--- config.mk ---
export PLATFORM = sky130hd
export DESIGN_NAME = bpa_ctrl
export DESIGN_NICKNAME = d
export VERILOG_FILES = /design/src/hdl/assert_macros.svh /design/src/hdl/bpa_pkg.sv /design/src/hdl/bpa_ctrl.sv
export SDC_FILE = /design/constraint.sdc
export NUM_CORES = 1
export LEC_CHECK = 0
export ABC_AREA = 0
export BUFFER_PORTS_ARGS = -buffer_cell sky130_fd_sc_hd__buf_2
export CORE_MARGIN = 3
export CORE_UTILIZATION = 50
export CTS_CLUSTER_SIZE = 8
export DETAILED_ROUTE_END_ITERATION = 8
export HOLD_SLACK_MARGIN = 0.1
export PLACE_DENSITY_LB_ADDON = 0.25
export SLEW_MARGIN = 10
export SYNTH_ARGS = -nofsm -noshare
export SYNTH_HDL_FRONTEND = slang
export SYNTH_SLANG_ARGS = --single-unit
--- constraint.sdc ---
create_clock -name aclk -period 2.6 [get_ports aclk]
set_clock_uncertainty 0.2 [all_clocks]
set_input_delay 0.39 -clock aclk [delete_from_list [all_inputs] [get_ports aclk]]
set_output_delay 0.39 -clock aclk [all_outputs]
set_load 0.02 [all_outputs]
--- src/hdl/assert_macros.svh ---
// Assertion macros used by the top-level RTL file
`ifndef ASSERT_MACROS_SVH
`define ASSERT_MACROS_SVH

// same-cycle implication
`define ASSERT_NOW(label, clk, rstn, ante, cons) \
    label: assert property (@(posedge clk) disable iff (!rstn) (ante) |-> (cons)) \
        else $error("assertion failed");

// next-cycle implication
`define ASSERT_NEXT(label, clk, rstn, ante, cons) \
    label: assert property (@(posedge clk) disable iff (!rstn) (ante) |=> (cons)) \
        else $error("assertion failed");

`endif

--- src/hdl/bpa_pkg.sv ---
// Types and constants of the buddy page allocator
`default_nettype none
package bpa_pkg;
    localparam int NUM_PAGES  = 4096;
    localparam int NUM_ORDERS = 11;
    localparam int PAGE_W     = $clog2(NUM_PAGES);
    localparam int CNT_W      = PAGE_W + 1;
    localparam int ORD_W      = 4;
    localparam int OP_W       = 2;

    typedef enum logic [OP_W-1:0] {
        OP_ADD   = 2'd0,
        OP_ALLOC = 2'd1,
        OP_FREE  = 2'd2,
        OP_NONE  = 2'd3
    } op_t;

    typedef struct packed {
        logic ok;
        logic [PAGE_W-1:0] page;
    } link_t;

    typedef struct packed {
        logic load;
        logic add_push;
        logic al_search;
        logic pop_rd;
        logic pop_wb;
        logic push_hi;
        logic push_lo;
        logic walk_start;
        logic walk_step;
        logic walk_adv;
        logic unlink_wb;
        logic fr_push;
        logic set_fail;
        logic out_load;
    } bpa_cmd_t;

    typedef struct packed {
        logic add_done;
        logic al_none;
        logic al_at_k;
        logic fr_bad;
        logic fr_top;
        logic walk_end;
        logic walk_hit;
    } bpa_stat_t;
endpackage
`default_nettype wire

--- src/hdl/bpa_ctrl.sv ---
// Sequencer of the buddy page allocator
`default_nettype none
module bpa_ctrl (
    input  wire logic                       aclk,
    input  wire logic                       aresetn,
    input  wire logic                       s_valid,
    output logic                            s_ready,
    input  wire logic [bpa_pkg::OP_W-1:0]   s_operation,
    output logic                            m_valid,
    input  wire logic                       m_ready,
    input  wire bpa_pkg::bpa_stat_t         stat,
    output bpa_pkg::bpa_cmd_t               cmd
);
    import bpa_pkg::*;

    typedef enum logic [12:0] {
        IDLE       = 13'b0000000000001,
        ADD_STEP   = 13'b0000000000010,
        AL_SEARCH  = 13'b0000000000100,
        AL_POP_RD  = 13'b0000000001000,
        AL_POP_WB  = 13'b0000000010000,
        AL_PUSH_HI = 13'b0000000100000,
        AL_PUSH_LO = 13'b0000001000000,
        FR_START   = 13'b0000010000000,
        FR_WALK    = 13'b0000100000000,
        FR_NEXT    = 13'b0001000000000,
        FR_UNLINK  = 13'b0010000000000,
        FR_PUSH    = 13'b0100000000000,
        FINISH     = 13'b1000000000000
    } state_t;

    state_t state_reg, state_next;
    logic   m_valid_reg, m_valid_next;

    always_comb begin
        state_next   = state_reg;
        m_valid_next = m_valid_reg && !m_ready;
        cmd          = '0;
        s_ready      = 1'b0;
        case (state_reg)
            IDLE: begin
                s_ready = 1'b1;
                if (s_valid) begin
                    cmd.load = 1'b1;
                    case (s_operation)
                        OP_ADD:   state_next = ADD_STEP;
                        OP_ALLOC: state_next = AL_SEARCH;
                        OP_FREE:  state_next = FR_START;
                        default:  state_next = FINISH;
                    endcase
                end
            end
            ADD_STEP: begin
                if (stat.add_done) begin
                    state_next = FINISH;
                end else begin
                    cmd.add_push = 1'b1;
                end
            end
            AL_SEARCH: begin
                if (stat.al_none) begin
                    cmd.set_fail = 1'b1;
                    state_next   = FINISH;
                end else begin
                    cmd.al_search = 1'b1;
                    state_next    = AL_POP_RD;
                end
            end
            AL_POP_RD: begin
                cmd.pop_rd = 1'b1;
                state_next = AL_POP_WB;
            end
            AL_POP_WB: begin
                cmd.pop_wb = 1'b1;
                state_next = stat.al_at_k ? FINISH : AL_PUSH_HI;
            end
            AL_PUSH_HI: begin
                cmd.push_hi = 1'b1;
                state_next  = AL_PUSH_LO;
            end
            AL_PUSH_LO: begin
                cmd.push_lo = 1'b1;
                state_next  = AL_POP_RD;
            end
            FR_START: begin
                if (stat.fr_bad) begin
                    state_next = FINISH;
                end else if (stat.fr_top) begin
                    state_next = FR_PUSH;
                end else begin
                    cmd.walk_start = 1'b1;
                    state_next     = FR_WALK;
                end
            end
            FR_WALK: begin
                if (stat.walk_end) begin
                    state_next = FR_PUSH;
                end else if (stat.walk_hit) begin
                    state_next = FR_UNLINK;
                end else begin
                    cmd.walk_step = 1'b1;
                    state_next    = FR_NEXT;
                end
            end
            FR_NEXT: begin
                cmd.walk_adv = 1'b1;
                state_next   = FR_WALK;
            end
            FR_UNLINK: begin
                cmd.unlink_wb = 1'b1;
                state_next    = FR_START;
            end
            FR_PUSH: begin
                cmd.fr_push = 1'b1;
                state_next  = FINISH;
            end
            FINISH: begin
                if (!m_valid_reg || m_ready) begin
                    cmd.out_load = 1'b1;
                    m_valid_next = 1'b1;
                    state_next   = IDLE;
                end
            end
            default: state_next = IDLE;
        endcase
    end

    always_ff @(posedge aclk) begin
        if (!aresetn) begin
            state_reg   <= IDLE;
            m_valid_reg <= 1'b0;
        end else begin
            state_reg   <= state_next;
            m_valid_reg <= m_valid_next;
        end
    end

    assign m_valid = m_valid_reg;
endmodule
`default_nettype wire

==> summary.md <==
| Metric | Value |
|---|---|
| Sequential area share after synthesis | 28.8% |
| DRT antenna net count | 0 |
| Gr ovfl total | 0 |
| DRT Wirelength | a little over 3000 um |
| GRT Overall Usage | 25.9% |
| Crit Reg-Reg Endpoint | state_reg[12]$_SDFFE_PN0P_ |
| Status | finished with violations |
| Max Slew Vio Count | 0 |
| Worst Hold End | state_reg[2]$_SDFFE_PN0P_ |
| Residual DRC | 0 |
| Headroom to the max-slew limit | 65.1% |
| Clk sinks | 14 |
| Core footprint | about 1800 sq um |
| Dominant synthesized flop cell | dfxtp_1 |
| I/O Buffers | 28 |
| Skew-Pair Late Insertion Delay | ~0.29 ns |
| Reg-to-reg slack, setup | ~0.15 ns |
| Register bit total from synthesis | 14 |
| Count of unique library cells instantiated by Yosys | 36 |
| Initial antenna violation count | 0 |
| N_diodes | 0 |
| Critical Path Source Type | register |
| HPWL after DPL | 2130 um |
| Post-Syn Area per Cell | a little under 8 sq um |
| Post-layout net count | about 180 |
| RSZ-0062 raised after global routing | yes |
| CTS root buffer | clkbuf_4 |
| EDFF count, synth | 0 |
| Most frequent cell after synthesis | dfxtp_1 |
| Min-delay src | s_operation[0] |
| Via Count | 1177 |
| Final TNS setup | -0.0000326 ns |
| DRT Pass-1 Iters | 4 |
| Failing checks | negative setup slack |
| Num CTS Buffers | 3 |
| WHS Path Cells | 2 |
| Placed Instances | between 150 and 200 |
| Die extent in x | 50.2 um |
| Max Clock Freq | 385 MHz |
| Final setup fails | 1 |
| Global-route wire length before repair | 4870 um |
| Clock buffer depth | 2 |
| Largest net degree at the start of global routing | 14 |
| Final cell count without fillers | 188 |
| Worst hold slack | 0.158 ns |
| Area share of the largest cell type after synthesis | 28.8% |
| Initial Util | between 50 and 60% |
| Top cells by count, synth | 14 x dfxtp_1, 13 x nor2_1, 9 x nor3_1 |
| Area grow syn2layout | 40.6% |
| Die Ht | approximately 50 um |
| CTS HTree Levels | 1 |
| Cells after synthesis | 124 |
| Drt via density | 6.26 |
| Vias in the first global route | about 1100 |
| Worst R2R Start | state_reg[5]$_SDFFE_PN0P_ |
| Clock slew seen by the registers of the worst setup and hold paths | 0.09 ns |
| VDD IR max | 0.000285 V |
| CP Class | register to primary output |
| First-iteration detailed-routing DRC count | 46 |
| Critical Path RT | approximately 2.0 ns |
| CTS tree | yes |
| Hold WC Path Type | input pin to register |
| Worst slew pin tran | slightly above 0.5 ns |
| Crit end category | primary output |
| Synth area leader | dfxtp_1 |
| Largest register FFs | 13 |
| Post-Syn Area | between 900 and 1000 sq um |
| Ys async rst share | 0% |
| Setup ws final | -0.0000326 ns |
| IO Count | 29 |
| Min Clock Period, post-route | approximately 2.6 ns |
| RePlAce Congestion | ~0.89 |
| Routed length per instance | ~17 um |
| Share of cells above drive strength 1 | about two fifths |
| Top cells by area, synth | dfxtp_1 29%, nor4b_1 6.3%, and4b_1 5.1% |
| Max Fanout on Critical Path | 5 |
| Utilization after layout | 76.8% |
| Crit. Startpoint | state_reg[10]$_SDFFE_PN0P_ |
| Maxcap violations | 0 |
| Syn nets | about 140 |
| Row cnt | 15 |
| Die area | ~2500 sq um |
| CP arrival | 2.01 ns |
| Leak Pwr | about 0.64 nW |
| Final Hold Violating Endpoints | 0 |
| Final worst path period share | 100% |
| Power per Cell Area | between 400 and 500 nW/um^2 |
| Yosys warnings | 0 |
| R2R depth | 6 |
[final cells by class]
class                           count  area, sq um
Inverter                            3         11.3
Sequential cell                    14          285
Timing Repair Buffer               44          277
Multi-Input combinational cell     98          729
Tap cell                           25         31.3
Clock buffer                        4         36.3
Fill cell                         133          413
[worst max-delay path, cell delays in order (launching register included)]
cell	delay, ns
dfxtp_2	0.33
or4_4	0.59
buf_4	0.19
nor3_2	0.19
and4b_1	0.24
buf_2	0.17
[worst max path at each step]
stage,endpoint,slack (ns),cells past startpoint
2_1_floorplan,cmd[5],0.02,5
3_3_place_gp,cmd[11],0.20,5
3_5_place_dp,cmd[6],0.15,5
4_1_cts,cmd[6],-0.06,5
5_1_grt,cmd[6],-0.08,5
6_report,cmd[7],-0.00003,5
[layer usage]
layer	up-vias	global-route usage (%)	routed length, um
met5	-	0	0
li1	542	-	-
met2	66	43.9	1490
met3	14	5.04	222
met4	0	14.7	97
met1	555	29.9	1300
[cell families after synthesis]
kind of cell	Yosys count	synth area share, %
AO/OA/AOI/OAI	16	12.2
AND/OR/NAND/NOR	78	50.6
flip-flops	14	28.8
buffers and inverters	12	4.88
XOR/XNOR	4	3.59
[repair_timing]
| action | 4_1_cts | 5_1_grt |
|---|---|---|
| resized for setup | 8 | 15 |
| hold buffers | 2 | 0 |
| setup buffers | 2 | 2 |
| pin swaps | 3 | 7 |
| hold endpoints to repair | 1 | 0 |
| setup endpoints to repair | 10 | 13 |
[power breakdown]
group	internal [mW]	total [mW]	leakage, nW	switching [mW]
clock	0.0854	0.163	0.0210	0.0773
combinational	0.0880	0.184	0.503	0.0963
sequential	0.220	0.229	0.115	0.00837
[cell usage in the layout (no fill, tap or decap), types with 2 or more instances in the layout]
master,netlist,layout
buf_2,2,25
a221oi_1,2,2
and3_1,5,5
and4b_1,5,5
nor4_1,4,3
or4_4,0,3
nand3_1,5,5
dfxtp_1,14,10
inv_1,3,3
o21a_1,2,2
buf_4,0,16
nand2_1,6,5
clkbuf_4,0,3
nor2b_1,6,6
a21oi_1,2,2
dfxtp_2,0,4
nand3b_1,2,2
nor2_1,13,11
nor3_1,9,7
nand4b_1,2,2
and2_1,2,2
nand2b_1,2,2
nor4b_1,7,5
dlygate4sd3_1,0,2
nor3_4,0,2
xor2_1,4,4
a21boi_0,3,3
[metrics by stage]
| step | setup WS, ns | cell area (sq um) | power, mW |
|---|---|---|---|
| after floorplan | 0.0226 | 981 | 0.330 |
| after global placement | 0.203 | 1190 | 0.380 |
| after detailed placement | 0.149 | 1190 | 0.386 |
| after CTS | -0.0587 | 1300 | 0.556 |
| after global routing | -0.0755 | 1370 | 0.603 |
| final | -0.0000326 | 1370 | 0.576 |
(Power assumes the default switching activity.)
